[src/fqri_pkg.sv]
// shared types and constants for the fastq record indexer
// no dependencies; imported by every module of the block

package fqri_pkg;

    localparam int OFFSET_BITS_DEF = 32;
    localparam int LENGTH_BITS_DEF = 16;

    // record queue between parser and output stage
    localparam int QUEUE_DEPTH    = 4;
    localparam int QUEUE_PTR_BITS = $clog2(QUEUE_DEPTH);

    localparam logic [7:0] CH_TAB   = 8'd9;
    localparam logic [7:0] CH_NL    = 8'd10;
    localparam logic [7:0] CH_SPACE = 8'd32;
    localparam logic [7:0] CH_PLUS  = 8'd43;
    localparam logic [7:0] CH_AT    = 8'd64;

    typedef enum logic [2:0] {
        PH_HEADER    = 3'd0,
        PH_SEQUENCE  = 3'd1,
        PH_SEPARATOR = 3'd2,
        PH_QUALITY   = 3'd3,
        PH_GAP       = 3'd4
    } phase_t;

    typedef struct packed {
        logic full;
        logic empty;
    } queue_status_t;

endpackage

[src/fqri_front.sv]
// front end: takes file bytes, tracks the record phase and builds index records
// depends on fqri_pkg; feeds fqri_queue

module fqri_front #(
    parameter int OFFSET_BITS = 32,
    parameter int LENGTH_BITS = 16,
    parameter int REC_BITS    = 2 * OFFSET_BITS + 2 * LENGTH_BITS + 1
) (
    input  logic                    clk,
    input  logic                    rst_n,
    input  logic                    byte_valid,
    output logic                    byte_ready,
    input  logic [7:0]              byte_data,
    input  fqri_pkg::queue_status_t status,
    output logic                    push,
    output logic [REC_BITS-1:0]     rec
);
    import fqri_pkg::*;

    localparam logic [LENGTH_BITS-1:0] LEN_MAX = {LENGTH_BITS{1'b1}};

    phase_t                 phase_reg, phase_next;
    logic [7:0]             prev_reg;
    logic [OFFSET_BITS-1:0] pos_reg, pos_next;
    logic [OFFSET_BITS-1:0] seq_start_reg, seq_start_next;
    logic [LENGTH_BITS-1:0] seq_count_reg, seq_count_next;
    logic [OFFSET_BITS-1:0] qual_start_reg, qual_start_next;
    logic [LENGTH_BITS-1:0] qual_count_reg, qual_count_next;
    logic                   accept;
    logic                   blank;
    logic                   emit;

    assign byte_ready = !status.full;
    assign accept     = byte_valid && byte_ready;
    assign pos_next   = pos_reg + {{(OFFSET_BITS-1){1'b0}}, 1'b1};
    assign blank      = (byte_data == CH_SPACE) || (byte_data == CH_TAB)
                      || (byte_data == CH_NL);

    // next phase
    always_comb
    begin
        phase_next = phase_reg;
        unique case (phase_reg)
            PH_SEQUENCE:
            begin
                if (!blank && prev_reg == CH_NL && byte_data == CH_PLUS)
                    phase_next = PH_SEPARATOR;
            end
            PH_SEPARATOR:
            begin
                if (byte_data == CH_NL)
                    phase_next = PH_QUALITY;
            end
            PH_QUALITY:
            begin
                if (byte_data == CH_NL)
                    phase_next = PH_GAP;
            end
            PH_GAP:
            begin
                if (prev_reg == CH_NL && byte_data == CH_AT)
                    phase_next = PH_HEADER;
            end
            default:
            begin
                // header, and any code that cannot arise
                if (byte_data == CH_NL)
                    phase_next = PH_SEQUENCE;
                else
                    phase_next = PH_HEADER;
            end
        endcase
    end

    // counters, offsets and record emission
    always_comb
    begin
        seq_start_next  = seq_start_reg;
        seq_count_next  = seq_count_reg;
        qual_start_next = qual_start_reg;
        qual_count_next = qual_count_reg;
        emit            = 1'b0;
        unique case (phase_reg)
            PH_SEQUENCE:
            begin
                if (!blank && !(prev_reg == CH_NL && byte_data == CH_PLUS)
                    && seq_count_reg != LEN_MAX)
                    seq_count_next = seq_count_reg + {{(LENGTH_BITS-1){1'b0}}, 1'b1};
            end
            PH_SEPARATOR:
            begin
                if (byte_data == CH_NL)
                begin
                    qual_start_next = pos_next;
                    qual_count_next = '0;
                end
            end
            PH_QUALITY:
            begin
                if (byte_data == CH_NL)
                    emit = 1'b1;
                else if (qual_count_reg != LEN_MAX)
                    qual_count_next = qual_count_reg + {{(LENGTH_BITS-1){1'b0}}, 1'b1};
            end
            PH_GAP:
            begin
            end
            default:
            begin
                if (byte_data == CH_NL)
                begin
                    seq_start_next = pos_next;
                    seq_count_next = '0;
                end
            end
        endcase
    end

    assign push = accept && emit;
    assign rec  = {(seq_count_reg != qual_count_reg), qual_count_reg, qual_start_reg,
                   seq_count_reg, seq_start_reg};

    always_ff @(posedge clk or negedge rst_n)
    begin
        if (!rst_n)
        begin
            phase_reg      <= PH_HEADER;
            prev_reg       <= CH_NL;
            pos_reg        <= '0;
            seq_start_reg  <= '0;
            seq_count_reg  <= '0;
            qual_start_reg <= '0;
            qual_count_reg <= '0;
        end
        else if (accept)
        begin
            phase_reg      <= phase_next;
            prev_reg       <= byte_data;
            pos_reg        <= pos_next;
            seq_start_reg  <= seq_start_next;
            seq_count_reg  <= seq_count_next;
            qual_start_reg <= qual_start_next;
            qual_count_reg <= qual_count_next;
        end
    end

endmodule

[src/fqri_queue.sv]
// short record queue between the parser and the output stage
// depends on fqri_pkg for depth and status type

module fqri_queue #(
    parameter int WIDTH = 97
) (
    input  logic                    clk,
    input  logic                    rst_n,
    input  logic                    push,
    input  logic [WIDTH-1:0]        push_data,
    input  logic                    pop,
    output logic [WIDTH-1:0]        head_data,
    output fqri_pkg::queue_status_t status
);
    import fqri_pkg::*;

    logic [WIDTH-1:0]          mem [QUEUE_DEPTH];
    logic [QUEUE_PTR_BITS-1:0] wr_ptr_reg, rd_ptr_reg;
    logic [QUEUE_PTR_BITS:0]   count_reg, count_next;

    always_comb
    begin
        count_next = count_reg;
        if (push && !pop)
            count_next = count_reg + {{QUEUE_PTR_BITS{1'b0}}, 1'b1};
        else if (pop && !push)
            count_next = count_reg - {{QUEUE_PTR_BITS{1'b0}}, 1'b1};
    end

    assign status    = '{full:  (count_reg == (QUEUE_PTR_BITS+1)'(QUEUE_DEPTH)),
                         empty: (count_reg == '0)};
    assign head_data = mem[rd_ptr_reg];

    always_ff @(posedge clk)
    begin
        if (push)
            mem[wr_ptr_reg] <= push_data;
    end

    always_ff @(posedge clk or negedge rst_n)
    begin
        if (!rst_n)
        begin
            wr_ptr_reg <= '0;
            rd_ptr_reg <= '0;
            count_reg  <= '0;
        end
        else
        begin
            if (push)
                wr_ptr_reg <= wr_ptr_reg + {{(QUEUE_PTR_BITS-1){1'b0}}, 1'b1};
            if (pop)
                rd_ptr_reg <= rd_ptr_reg + {{(QUEUE_PTR_BITS-1){1'b0}}, 1'b1};
            count_reg <= count_next;
        end
    end

endmodule

[src/fqri_back.sv]
// back end: output register that drains the record queue onto the master side
// depends on fqri_pkg for the queue status type

module fqri_back #(
    parameter int REC_BITS   = 97,
    parameter int TDATA_BITS = 104
) (
    input  logic                    clk,
    input  logic                    rst_n,
    input  fqri_pkg::queue_status_t status,
    input  logic [REC_BITS-1:0]     head_data,
    output logic                    pop,
    output logic                    m_axis_tvalid,
    input  logic                    m_axis_tready,
    output logic [TDATA_BITS-1:0]   m_axis_tdata
);
    import fqri_pkg::*;

    logic                valid_reg;
    logic [REC_BITS-1:0] data_reg;

    // reload whenever the register is empty or its transfer completes
    assign pop           = !status.empty && (!valid_reg || m_axis_tready);
    assign m_axis_tvalid = valid_reg;
    assign m_axis_tdata  = {{(TDATA_BITS-REC_BITS){1'b0}}, data_reg};

    always_ff @(posedge clk or negedge rst_n)
    begin
        if (!rst_n)
            valid_reg <= 1'b0;
        else if (!valid_reg || m_axis_tready)
            valid_reg <= !status.empty;
    end

    always_ff @(posedge clk)
    begin
        if (pop)
            data_reg <= head_data;
    end

endmodule

[src/fastq_record_indexer_unit.sv]
// record path: a record enters the record queue on the transfer of the newline
// that ends its quality line; throughput: one byte per cycle while the queue is
// not full; parser state updates per accepted byte and a four-entry record
// queue plus output register decouple the two sides
// reset: rst_n asynchronous active low; parser returns to header phase with
// offset zero, queue and output register empty
// depends on fqri_pkg, fqri_front, fqri_queue, fqri_back

module fastq_record_indexer_unit #(
    parameter int OFFSET_BITS = fqri_pkg::OFFSET_BITS_DEF,
    parameter int LENGTH_BITS = fqri_pkg::LENGTH_BITS_DEF,
    localparam int REC_BITS   = 2 * OFFSET_BITS + 2 * LENGTH_BITS + 1,
    localparam int TDATA_BITS = ((REC_BITS + 7) / 8) * 8
) (
    input  logic                  clk,
    input  logic                  rst_n,
    input  logic                  s_axis_tvalid,
    output logic                  s_axis_tready,
    input  logic [7:0]            s_axis_tdata,  // byte_in
    output logic                  m_axis_tvalid,
    input  logic                  m_axis_tready,
    // seq_offset, seq_length, qual_offset, qual_length, length_mismatch, zero fill
    output logic [TDATA_BITS-1:0] m_axis_tdata
);
    import fqri_pkg::*;

    queue_status_t       status;
    logic                push;
    logic                pop;
    logic [REC_BITS-1:0] rec;
    logic [REC_BITS-1:0] head_data;

    fqri_front #(
        .OFFSET_BITS (OFFSET_BITS),
        .LENGTH_BITS (LENGTH_BITS),
        .REC_BITS    (REC_BITS)
    ) u_front (
        .clk        (clk),
        .rst_n      (rst_n),
        .byte_valid (s_axis_tvalid),
        .byte_ready (s_axis_tready),
        .byte_data  (s_axis_tdata),
        .status     (status),
        .push       (push),
        .rec        (rec)
    );

    fqri_queue #(
        .WIDTH (REC_BITS)
    ) u_queue (
        .clk       (clk),
        .rst_n     (rst_n),
        .push      (push),
        .push_data (rec),
        .pop       (pop),
        .head_data (head_data),
        .status    (status)
    );

    fqri_back #(
        .REC_BITS   (REC_BITS),
        .TDATA_BITS (TDATA_BITS)
    ) u_back (
        .clk           (clk),
        .rst_n         (rst_n),
        .status        (status),
        .head_data     (head_data),
        .pop           (pop),
        .m_axis_tvalid (m_axis_tvalid),
        .m_axis_tready (m_axis_tready),
        .m_axis_tdata  (m_axis_tdata)
    );

endmodule

[config.mk]
export PLATFORM = sky130hd
export DESIGN_NAME = fastq_record_indexer_unit
export DESIGN_NICKNAME = d
export VERILOG_FILES = /design/src/fqri_pkg.sv /design/src/fqri_front.sv /design/src/fqri_queue.sv /design/src/fqri_back.sv /design/src/fastq_record_indexer_unit.sv
export SDC_FILE = /design/constraint.sdc
export NUM_CORES = 1
export LEC_CHECK = 0
export BUFFER_PORTS_ARGS = -buffer_cell sky130_fd_sc_hd__buf_2
export CAP_MARGIN = 20
export CORE_ASPECT_RATIO = 1.1
export CORE_MARGIN = 3
export CORE_UTILIZATION = 55
export DETAILED_ROUTE_END_ITERATION = 6
export MAX_ROUTING_LAYER = met4
export PLACE_DENSITY = 0.76
export SLEW_MARGIN = 40
export SYNTH_ARGS = -nofsm -noshare
export SYNTH_HDL_FRONTEND = slang
export SYNTH_SLANG_ARGS = --single-unit
[constraint.sdc]
create_clock -name clk -period 6.7 [get_ports clk]
set_input_delay 0.335 -clock clk [delete_from_list [all_inputs] [get_ports clk]]
set_output_delay 0.335 -clock clk [all_outputs]
set_load 0.03 [all_outputs]
==> impl_metrics.csv, run 1 <==
group,metric,value,unit
logic_synthesis,synth_top_area_cell,"edfxtp_1",
min_path,hp-class,"in -> async",
final_layout,largest_register_ffs,388,
logic_synthesis,yosys_warnings,0,
clock_tree,root_buffer,"clkbuf_16",
setup_path,cp.arrival,3.49,ns
setup_path,cp-end-kind,"flop",
final_layout,fin_area,27600,sq um
clock_tree,insertion_delay,0.62,ns
final_layout,drive_gt1_frac,0.221,
sta,hold_ws,0.302,ns
grt,grt_pass1_wl,74600,um
sta,relSlewSlack,0.483,
logic_synthesis,synth-edff-count,485,
place,numPortBuffers,110,
logic_synthesis,netlist_area,24200,sq um
final_layout,syn_to_final_growth,14.1,%
clock_tree,clock-sinks,632,
clock_tree,clkTransAtPathRegs,0.06,ns
setup_path,worst_r2r_path_depth,5,
setup_path,critical_path_class,"in -> reg",
sta,fmax,0.308,GHz
logic_synthesis,async_reset_ff_frac,0.233,
setup_path,startpoint_type,"primary input",
detailed_routing,wl,47100,um
run_status,outcome,"complete, no violations",
place,routabilityCongestion,0.834,
detailed_routing,drc,0,
logic_synthesis,ys_seq_area_frac,0.753,
floorplanning,std_cell_rows,80,
setup_path,r2r_slack,3.50,ns
final_layout,final_core_util,0.636,
clock_tree,holdBufCountCts,10,
sta,period_needed,3.25,ns
logic_synthesis,synth_area_leaders,"edfxtp_1 (60%), dfrtp_1 (15%), mux4_2 (9.0%)",
setup_path,reg2reg_from,"u_front.phase_reg[2]",
grt,gr-usage-all-layers,0.216,
setup_path,r2r_end,"u_queue.mem[0][96]",
pwr,p_leak,9.56,nW
detailed_routing,drt-initial-drc-count,1112,
sta,setup_violations,0,
floorplanning,die_h,226,um
logic_synthesis,syn_inst,1370,
grt,antenna_found_initial,1,
sta,hold_violations,0,
sta,fin_skew,0.0243,ns
logic_synthesis,synth_top_area_share,0.601,
setup_path,cp_max_fo,41,
place,dpl_cell_area,25500,sq um
place,dpl.hpwl,27300,um
detailed_routing,dr.pass1.iters,5,
grt,grt_pass1_vias,12900,
logic_synthesis,syn_area_per_cell,17.7,sq um
sta,tightest_slew,0.775,ns
floorplanning,dieArea,46600,sq um
clock_tree,post_cts_buffers,0,
sta,rsz0062_at_grt,"no",
grt,overflow,0,
sta,slew_violations,0,
clock_tree,cts_htree_levels,2,
clock_tree,numCtsBuffers,60,
sta,post-route-period-util,0.485,
floorplanning,start_util,0.557,
final_layout,layout.nets,1533,
job,timing.max_cap.violations,0,
pwr,power_density,370,nW/um^2
clock_tree,ctsResizeCount,0,
clock_tree,clock_path_buffers,3,
detailed_routing,vias,12600,
clock_tree,tritoncts,"done",
logic_synthesis,yosysUniqueCellTypes,60,
sta,finalSetupTns,0,ns
final_layout,num-fill-cells,2965,
floorplanning,io-pin-count,118,
detailed_routing,viasPerCell,5.90,
floorplanning,core,43400,sq um
setup_path,worst-endpoint-required,6.94,ns
grt,grt_max_degree,87,
detailed_routing,wire_per_inst,22.0,um
floorplanning,die_x,206,um
detailed_routing,ant_nets,0,
logic_synthesis,synth_ff_type,"edfxtp_1",
logic_synthesis,synth-seq-cells,632,
pwr,ir_worst_vdd,0.000275,V
-- worst max-delay path, stage by stage --
cell and delay (ns):
dlygate4sd3_1 0.53, buf_2 0.15, nor4_4 0.43, nand2_1 0.31, nor3_2 0.50, and2_4 0.60, buf_4 0.60
-- stage by stage --
stage	total power [mW]	setup WS, ns	cells
global route	10.6	3.18	2139
finish	10.2	3.45	2139
global placement	6.81	2.70	2009
floorplan	6.27	1.97	1376
CTS	10.3	2.80	2138
detailed placement	6.84	2.83	2014
-- synthesized netlist by cell type, drive strengths merged (4+ instances only) --
library cell	number
nor2	48
nand4	19
ha	8
nor4	19
nor3	21
o31ai	13
clkbuf	37
inv	19
a21oi	39
nand2b	10
o21a	5
and3	15
o211ai	4
o21ai	44
nand3	24
mux4	97
mux2	4
buf	30
and4	7
dfrtp	145
or4	5
xor2	36
nand2	112
mux2i	7
edfxtp	485
a31oi	20
and2	11
xnor2	48
-- metal layers --
metal / vias up / wire, um / track usage / part of all wire
li1: 5583 / - / - / -
met1: 6530 / 20300 / 0.305 / 0.43
met2: 424 / 22800 / 0.330 / 0.48
met3: 93 / 2760 / 0.0391 / 0.058
met4: 0 / 1260 / 0.0633 / 0.027
met5: - / 0 / - / 0
-- worst max path at each step --
stage / start / to / depth (start not counted)
floorplan: u_back.m_axis_tvalid / u_queue.count_reg[1] / 6
CTS: u_queue.count_reg[2] / u_queue.mem[0][87] / 5
global route: s_axis_tdata[2] / u_queue.mem[0][96] / 7
finish: s_axis_tdata[2] / u_queue.mem[0][96] / 7
detailed placement: u_queue.count_reg[2] / u_queue.mem[0][96] / 5
global placement: u_queue.count_reg[2] / u_queue.mem[0][85] / 5
-- cells in the final DEF, fill, tap and decap left out, types with 7 or more instances in the layout --
cell           count
a31oi_1           20
nand2b_1          10
o21ai_0           39
o31ai_1           13
bufinv_16          9
nor3_1            19
edfxtp_1         485
inv_1             19
ha_1               8
a21oi_1           38
mux2i_1            7
and3_1            15
and2_1             7
conb_1             7
dlygate4sd3_1     10
xnor2_1           48
nor2_1            48
xor2_1            36
nand2_1          111
nand3_1           24
dfrtp_1          143
clkbuf_1          19
and4_1             7
nor4_1            17
clkinv_2           7
mux4_2            97
clkbuf_16         61
nand4_1           19
buf_4             12
buf_2            109
-- final cells by class --
| class | instances | area (sq um) | area share |
|---|---|---|---|
| clock buffer | 85 | 1670 | 0.0603 |
| clock inverter | 29 | 394 | 0.0143 |
| inverter | 19 | 71.3 | 0.00258 |
| antenna | 1 | 2.50 | 0.0000905 |
| multi-input combinational | 658 | 5630 | 0.204 |
| sequential | 632 | 18300 | 0.660 |
| timing repair buffer | 141 | 903 | 0.0327 |
| tap | 574 | 718 | 0.0260 |
-- cells by family after synthesis --
logic type                 count (synthesis)  synth area share
xor gates and xnor gates                  84            0.0304
muxes                                    108            0.0950
adders and majority gates                  9           0.00496
and+or+nand+nor                          309            0.0645
AOI/OAI and AO/OA                        141            0.0349
other                                      1          0.000155
buffers and inverters                     86            0.0166
DFF                                      632             0.753
-- power by group --
group	switching [mW]	leakage [nW]	total, mW	internal [mW]
registers	0.191	6.07	4.81	4.62
clock network	1.41	1.00	3.50	2.08
logic	1.19	2.50	1.92	0.733
(Power assumes the default switching activity.)
==> inputs of run 2 (changes only) <==
--- a/config.mk
+++ b/config.mk
@@ -5,14 +5,15 @@
 export SDC_FILE = /design/constraint.sdc
 export NUM_CORES = 1
 export LEC_CHECK = 0
+export ABC_AREA = 1
 export BUFFER_PORTS_ARGS = -buffer_cell sky130_fd_sc_hd__buf_2
 export CAP_MARGIN = 20
 export CORE_ASPECT_RATIO = 1.1
 export CORE_MARGIN = 3
-export CORE_UTILIZATION = 55
+export CORE_UTILIZATION = 61
 export DETAILED_ROUTE_END_ITERATION = 6
 export MAX_ROUTING_LAYER = met4
-export PLACE_DENSITY = 0.76
+export PLACE_DENSITY = 0.79
 export SLEW_MARGIN = 40
 export SYNTH_ARGS = -nofsm -noshare
 export SYNTH_HDL_FRONTEND = slang
==> constraint.sdc (replaced) <==
create_clock -name clk -period 3.3 [get_ports clk]
set_input_delay 0.165 -clock clk [delete_from_list [all_inputs] [get_ports clk]]
set_output_delay 0.165 -clock clk [all_outputs]
set_load 0.03 [all_outputs]
==> run 2 against run 1 <==
  * Combinational power grew to 3.0 times the previous value
  * Synthesized cell count rose by 51%
  * Utilization increased by 6.1 points
  * Total power is 120% higher
  * Sequential power is 110% higher
  * Clock skew down 0.0078 ns
  * Die area shrank 6.7%
  * Clock-buffer cell count shrank 19
==> impl_metrics.csv, run 2 <==
group,metric,value,unit
run_status,outcome,"complete, no violations",
final_layout,diodes,0,
final_layout,fin_area,28100,sq um
pwr,seqPwrFrac,0.451,
setup_path,r2r_slack,0.73,ns
detailed_routing,wl,53700,um
final_layout,syn_to_final_growth,12.6,%
setup_path,cp.arrival,2.86,ns
clock_tree,tritoncts,"done",
floorplanning,die_h,218,um
min_path,hp-class,"in -> async",
final_layout,seqCellArea,18300,sq um
place,numPortBuffers,110,
final_layout,drive_gt1_frac,0.129,
grt,grt_pass1_vias,15600,
place,routabilityCongestion,0.941,
final_layout,layout.nets,2201,
setup_path,startpoint_type,"primary input",
sta,fin_skew,0.0165,ns
floorplanning,dieArea,43400,sq um
clock_tree,ctsResizeCount,0,
pwr,power_density,804,nW/um^2
logic_synthesis,yosys_warnings,0,
logic_synthesis,synth-edff-count,485,
detailed_routing,viasPerCell,5.82,
clock_tree,root_buffer,"clkbuf_16",
logic_synthesis,synth_area_leaders,"edfxtp_1 (58%), dfrtp_1 (15%), nand2_1 (6.0%)",
logic_synthesis,async_reset_ff_frac,0.233,
sta,finalSetupTns,0,ns
setup_path,crit_start,"s_axis_tdata[3]",
place,dpl_cell_area,26200,sq um
grt,grt_max_degree,196,
pwr,combPwrFrac,0.256,
clock_tree,insertion_delay,0.61,ns
final_layout,stdcell_count,2741,
floorplanning,start_util,0.619,
grt,gr-usage-all-layers,0.256,
place,place_inst,2623,
pwr,switching_share,0.337,
floorplanning,std_cell_rows,77,
logic_synthesis,syn_area_per_cell,12.1,sq um
sta,period_needed,2.60,ns
sta,hold_violations,0,
clock_tree,clock-sinks,632,
sta,rsz0062_at_grt,"no",
pwr,switching_power,7.64,mW
logic_synthesis,synth.most_common_cell,"edfxtp_1",
logic_synthesis,synth_ff_type,"edfxtp_1",
grt,grt_pass1_wl,83700,um
final_layout,final_common_cell,"edfxtp_1",
clock_tree,clock_path_buffers,3,
sta,post-route-period-util,0.787,
sta,slew_violations,0,
logic_synthesis,netlist_area,25000,sq um
setup_path,r2r_end,"u_front.qual_start_reg[16]",
logic_synthesis,synthTopCellsByCount,"edfxtp_1 (485), nand2_1 (402), nor2_1 (297)",
floorplanning,die_x,199,um
grt,antenna_found_initial,0,
detailed_routing,wire_per_inst,19.6,um
final_layout,largest_register_ffs,388,
detailed_routing,drc,0,
setup_path,reg2reg_from,"u_queue.count_reg[1]",
setup_path,cp-end-kind,"flop",
pwr,p_leak,10.6,nW
detailed_routing,dr.pass1.iters,6,
detailed_routing,vias,16000,
detailed_routing,drt-initial-drc-count,1299,
setup_path,critical_path_class,"in -> reg",
sta,setup_violations,0,
pwr,clkPwrFrac,0.293,
sta,relSlewSlack,0.400,
floorplanning,io-pin-count,118,
sta,tightest_slew,0.900,ns
final_layout,multiInputGateArea,6020,sq um
logic_synthesis,synth_top_area_cell,"edfxtp_1",
final_layout,num-fill-cells,2658,
logic_synthesis,syn_inst,2071,
detailed_routing,ant_nets,0,
clock_tree,cts_htree_levels,2,
grt,overflow,0,
job,timing.max_cap.violations,0,
clock_tree,clkTransAtPathRegs,0.06,ns
pwr,p_int,15.0,mW
logic_synthesis,ys_seq_area_frac,0.730,
logic_synthesis,synth_top_area_share,0.583,
setup_path,worst_r2r_path_depth,9,
floorplanning,core,40400,sq um
setup_path,cp_max_fo,52,
logic_synthesis,synth-seq-cells,632,
place,dpl.hpwl,31900,um
logic_synthesis,yosysUniqueCellTypes,40,
setup_path,worst-endpoint-required,3.57,ns
setup_path,cp-endpoint,"u_queue.mem[0][2]",
pwr,ir_worst_vdd,0.000767,V
sta,fmax,0.385,GHz
clock_tree,numCtsBuffers,58,
final_layout,final_cell_mix,"edfxtp_1 (485), nand2_1 (402), nor2_1 (292)",
==> run 2: changes by cell type after synthesis, moves of 16 or more <==
cell      before  now
o21ai_1        5   34
o22ai_1        1   97
xnor2_1       48   11
mux4_2        97    0
nand2_1      112  402
clkbuf_1      37   65
o21ai_0       39  220
a31oi_1       20    1
inv_1         19   77
nor2_1        48  297
a21oi_1       39    9
nor4_1        17    1
nand3_1       24   48
==> run 2: layer usage <==
metal | up-vias | GRT usage | routed length [um]
li1 | 7404 | - | -
met5 | - | - | 0
met2 | 559 | 0.430 | 28000
met4 | 0 | 0.0954 | 1570
met1 | 7889 | 0.323 | 21200
met3 | 111 | 0.0336 | 2880
==> run 2: timing repair <==
item,in CTS,in global routing
hold endpoints to repair,77,0
hold buffers,10,0
setup buffers,0,0
setup endpoints to repair,0,0
==> run 2: kinds of logic after synthesis <==
logic type	after synthesis	share of synthesized area
and+or+nand+nor	815	0.134
DFF	632	0.730
AOI/OAI and AO/OA	363	0.0778
buffers and inverters	190	0.0320
xor gates and xnor gates	61	0.0214
adders and majority gates	9	0.00481
other	1	0.000150
==> run 2: cell type report <==
class | instances | share of cell area
Tap cell | 513 | 0.0228
Inverter | 90 | 0.0121
Timing Repair Buffer | 143 | 0.0353
Multi-Input combinational cell | 1255 | 0.214
Clock buffer | 66 | 0.0548
Clock inverter | 42 | 0.0125
Sequential cell | 632 | 0.648
==> run 2: worst min path at each step <==
stage / start / end / slack (ns) / cells past startpoint
6_report: rst_n / u_front.qual_count_reg[8] / 0.14 / 2
5_1_grt: rst_n / u_front.qual_count_reg[8] / 0.17 / 2
3_5_place_dp: rst_n / u_front.qual_count_reg[12] / 0.23 / 1
2_1_floorplan: rst_n / u_back.m_axis_tvalid / -0.13 / 0
4_1_cts: rst_n / u_front.qual_count_reg[8] / 0.14 / 2
3_3_place_gp: rst_n / u_front.qual_count_reg[12] / 0.23 / 1
==> run 2: power groups by stage <==
stage,clock (mW),combinational [mW],sequential [mW]
floorplan,0,2.73,11.6
global placement,0,5.63,10.3
detailed placement,0,5.80,10.4
CTS,6.71,5.85,10.2
global route,7.01,6.32,10.3
finish,6.63,5.80,10.2
==> run 2: worst max-delay path: stages <==
cell,delay [ns]
dlygate4sd3_1,0.53
buf_2,0.12
inv_1,0.07
nor2_2,0.12
nand2_1,0.11
nor2_4,0.20
inv_2,0.09
nor3_1,0.35
inv_1,0.26
nor2_4,0.39
buf_12,0.35
==> run 2: per-stage QoR <==
step	hold slack [ns]	worst slack (ns)	power, mW	utilization
detailed placement	0.231	0.691	16.2	0.648
global route	0.171	0.507	23.6	0.697
global placement	0.233	0.730	16.0	0.648
finish	0.138	0.704	22.6	0.697
floorplan	-0.131	-0.218	14.3	-
CTS	0.141	0.756	22.8	0.697
==> inputs of run 3 (changes only) <==
--- a/config.mk
+++ b/config.mk
@@ -10,10 +10,10 @@
 export CAP_MARGIN = 20
 export CORE_ASPECT_RATIO = 1.1
 export CORE_MARGIN = 3
-export CORE_UTILIZATION = 61
+export CORE_UTILIZATION = 55
 export DETAILED_ROUTE_END_ITERATION = 6
 export MAX_ROUTING_LAYER = met4
-export PLACE_DENSITY = 0.79
+export PLACE_DENSITY = 0.75
 export SLEW_MARGIN = 40
 export SYNTH_ARGS = -nofsm -noshare
 export SYNTH_HDL_FRONTEND = slang
==> constraint.sdc (replaced) <==
create_clock -name clk -period 2.1 [get_ports clk]
set_input_delay 0.105 -clock clk [delete_from_list [all_inputs] [get_ports clk]]
set_output_delay 0.105 -clock clk [all_outputs]
set_load 0.03 [all_outputs]
==> run 3 against run 2 <==
  * Worst setup slack lost 0.57 ns
  * Hold slack got worse by 0.056 ns
  * Utilization fell by 4.4 points
  * Global-route usage down 2.1 points
  * Clock skew rose by 0.0054 ns
  * Critical path type is now reg -> reg
  * Critical endpoint is now u_queue.count_reg[2]
==> impl_metrics.csv, run 3 (same netlist as run 2, synthesis figures left out) <==
group,metric,value,unit
detailed_routing,drc,0,
pwr,p_int,24.3,mW
sta,tightest_slew,0.731,ns
clock_tree,clkTransAtPathRegs,0.06,ns
grt,gr-usage-all-layers,0.235,
setup_path,cp.arrival,2.45,ns
floorplanning,io-pin-count,118,
pwr,p_leak,11.1,nW
pwr,power,36.4,mW
sta,fin_skew,0.0220,ns
setup_path,worst-endpoint-required,2.59,ns
sta,relSlewSlack,0.513,
grt,antenna_found_initial,1,
detailed_routing,ant_nets,0,
final_layout,layout.nets,2272,
final_layout,final_core_util,0.653,
clock_tree,clock_path_buffers,3,
sta,setup_violations,0,
clock_tree,tritoncts,"done",
setup_path,cp-end-kind,"flop",
final_layout,multiInputGateArea,6050,sq um
detailed_routing,wire_per_inst,19.2,um
final_layout,largest_register_ffs,388,
clock_tree,clock-sinks,632,
clock_tree,insertion_delay,0.61,ns
sta,fin_ws,0.133,ns
pwr,seqPwrFrac,0.438,
pwr,switching_power,12.1,mW
detailed_routing,wl,55300,um
setup_path,worst_r2r_path_depth,12,
pwr,ir_worst_vdd,0.00124,V
pwr,combPwrFrac,0.263,
final_layout,final_common_cell,"edfxtp_1",
place,routabilityCongestion,0.898,
sta,post-route-period-util,0.937,
detailed_routing,drt-initial-drc-count,1413,
clock_tree,numCtsBuffers,57,
setup_path,startpoint_type,"flop",
clock_tree,root_buffer,"clkbuf_16",
place,dpl_cell_area,27000,sq um
place,numPortBuffers,110,
setup_path,reg2reg_from,"u_queue.count_reg[0]",
final_layout,seqCellArea,18300,sq um
floorplanning,core,44700,sq um
setup_path,cp-endpoint,"u_queue.count_reg[2]",
floorplanning,die_h,230,um
grt,overflow,0,
pwr,clkPwrFrac,0.299,
place,pre_cts_ws,-0.170,ns
floorplanning,dieArea,48000,sq um
detailed_routing,vias,16100,
floorplanning,die_x,209,um
setup_path,r2r_slack,0.13,ns
place,dpl.hpwl,34000,um
setup_path,cp_max_fo,2,
setup_path,critical_path_class,"reg -> reg",
final_layout,syn_to_final_growth,16.8,%
grt,grt_max_degree,99,
pwr,switching_share,0.331,
job,timing.max_cap.violations,0,
detailed_routing,viasPerCell,5.57,
pwr,power_density,1250,nW/um^2
setup_path,crit_start,"u_queue.count_reg[0]",
final_layout,drive_gt1_frac,0.158,
floorplanning,std_cell_rows,81,
grt,grt_pass1_vias,16400,
sta,fmax,0.508,GHz
final_layout,num-fill-cells,3155,
floorplanning,start_util,0.559,
grt,grt_pass1_wl,87100,um
detailed_routing,dr.pass1.iters,6,
final_layout,final_cell_mix,"edfxtp_1 (485), nand2_1 (401), nor2_1 (291)",
sta,slew_violations,0,
sta,hold_violations,0,
clock_tree,cts_htree_levels,2,
setup_path,r2r_end,"u_queue.count_reg[2]",
sta,period_needed,1.97,ns
min_path,hp-class,"in -> reg",
run_status,outcome,"complete, no violations",
final_layout,fin_area,29200,sq um
==> run 3: cell count changes in the layout (fill, tap and decap cells not counted), sizes merged <==
cell,before,now
clkinvlp,3,0
diode,0,1
buf,133,204
bufinv,5,6
clkbuf,66,80
clkinv,32,21
==> run 3: worst max-delay path, stage by stage (launching register included) <==
cell and delay (ns):
dfrtp_1 0.38, inv_2 0.06, nand3_2 0.08, nand2_2 0.06, inv_2 0.06, nand2_1 0.08
nor3_4 0.15, ha_2 0.20, inv_2 0.04, fa_2 0.34, a21oi_1 0.13, o21ai_1 0.10
xor2_1 0.16
==> run 3: per-layer routing <==
layer	share of wire	up-vias	GRT usage
met1	0.40	7942	0.292
met3	0.051	92	0.0390
li1	-	7552	-
met4	0.025	0	0.0764
met2	0.52	480	0.396
met5	0	-	-
==> run 3: area by class of cell <==
cell class	instances	area share
tap	581	0.0249
antenna	1	0.0000857
clock buffer	79	0.0581
inverter	90	0.0117
timing repair buffer	215	0.0623
multi-input combinational	1255	0.207
clock inverter	29	0.0106
sequential	632	0.625
==> run 3: power by group through the flow <==
| stage | registers (mW) | clock network (mW) | logic [mW] |
|---|---|---|---|
| global route | 16.1 | 11.6 | 10.4 |
| global placement | 16.2 | 0 | 9.36 |
| CTS | 16.0 | 11.1 | 9.68 |
| detailed placement | 16.2 | 0 | 9.55 |
| finish | 15.9 | 10.9 | 9.58 |
| floorplan | 18.2 | 0 | 4.29 |
==> run 3: timing repair <==
action                     in CTS  in global routing
gates cloned                    0                  1
hold endpoints to repair      154                  0
setup buffers                   1                  4
hold buffers                   11                  0
setup endpoints to repair     366                399
gates resized for setup         4                 10
pin swaps                       3                  2
==> run 3: metrics by stage <==
stage	hold slack, ns	setup TNS (ns)	instances
6_report	0.0822	0	2882
5_1_grt	0.0953	-0.00582	2882
4_1_cts	0.0893	-0.758	2876
3_5_place_dp	0.0434	-28.28	2756
3_3_place_gp	0.0407	-5.97	2756
2_1_floorplan	-0.191	-612.41	2077
==> run 3: worst min-delay path by stage <==
| stage | cells after the start | from | slack, ns | end |
|---|---|---|---|---|
| floorplan | 0 | rst_n | -0.19 | u_back.m_axis_tvalid |
| detailed placement | 1 | rst_n | 0.04 | u_front.qual_count_reg[8] |
| finish | 6 | s_axis_tvalid | 0.08 | u_front.prev_reg[4] |
| CTS | 3 | rst_n | 0.09 | u_queue.rd_ptr_reg[0] |
| global placement | 1 | rst_n | 0.04 | u_front.qual_count_reg[8] |
| global route | 6 | s_axis_tvalid | 0.1 | u_front.pos_reg[25] |
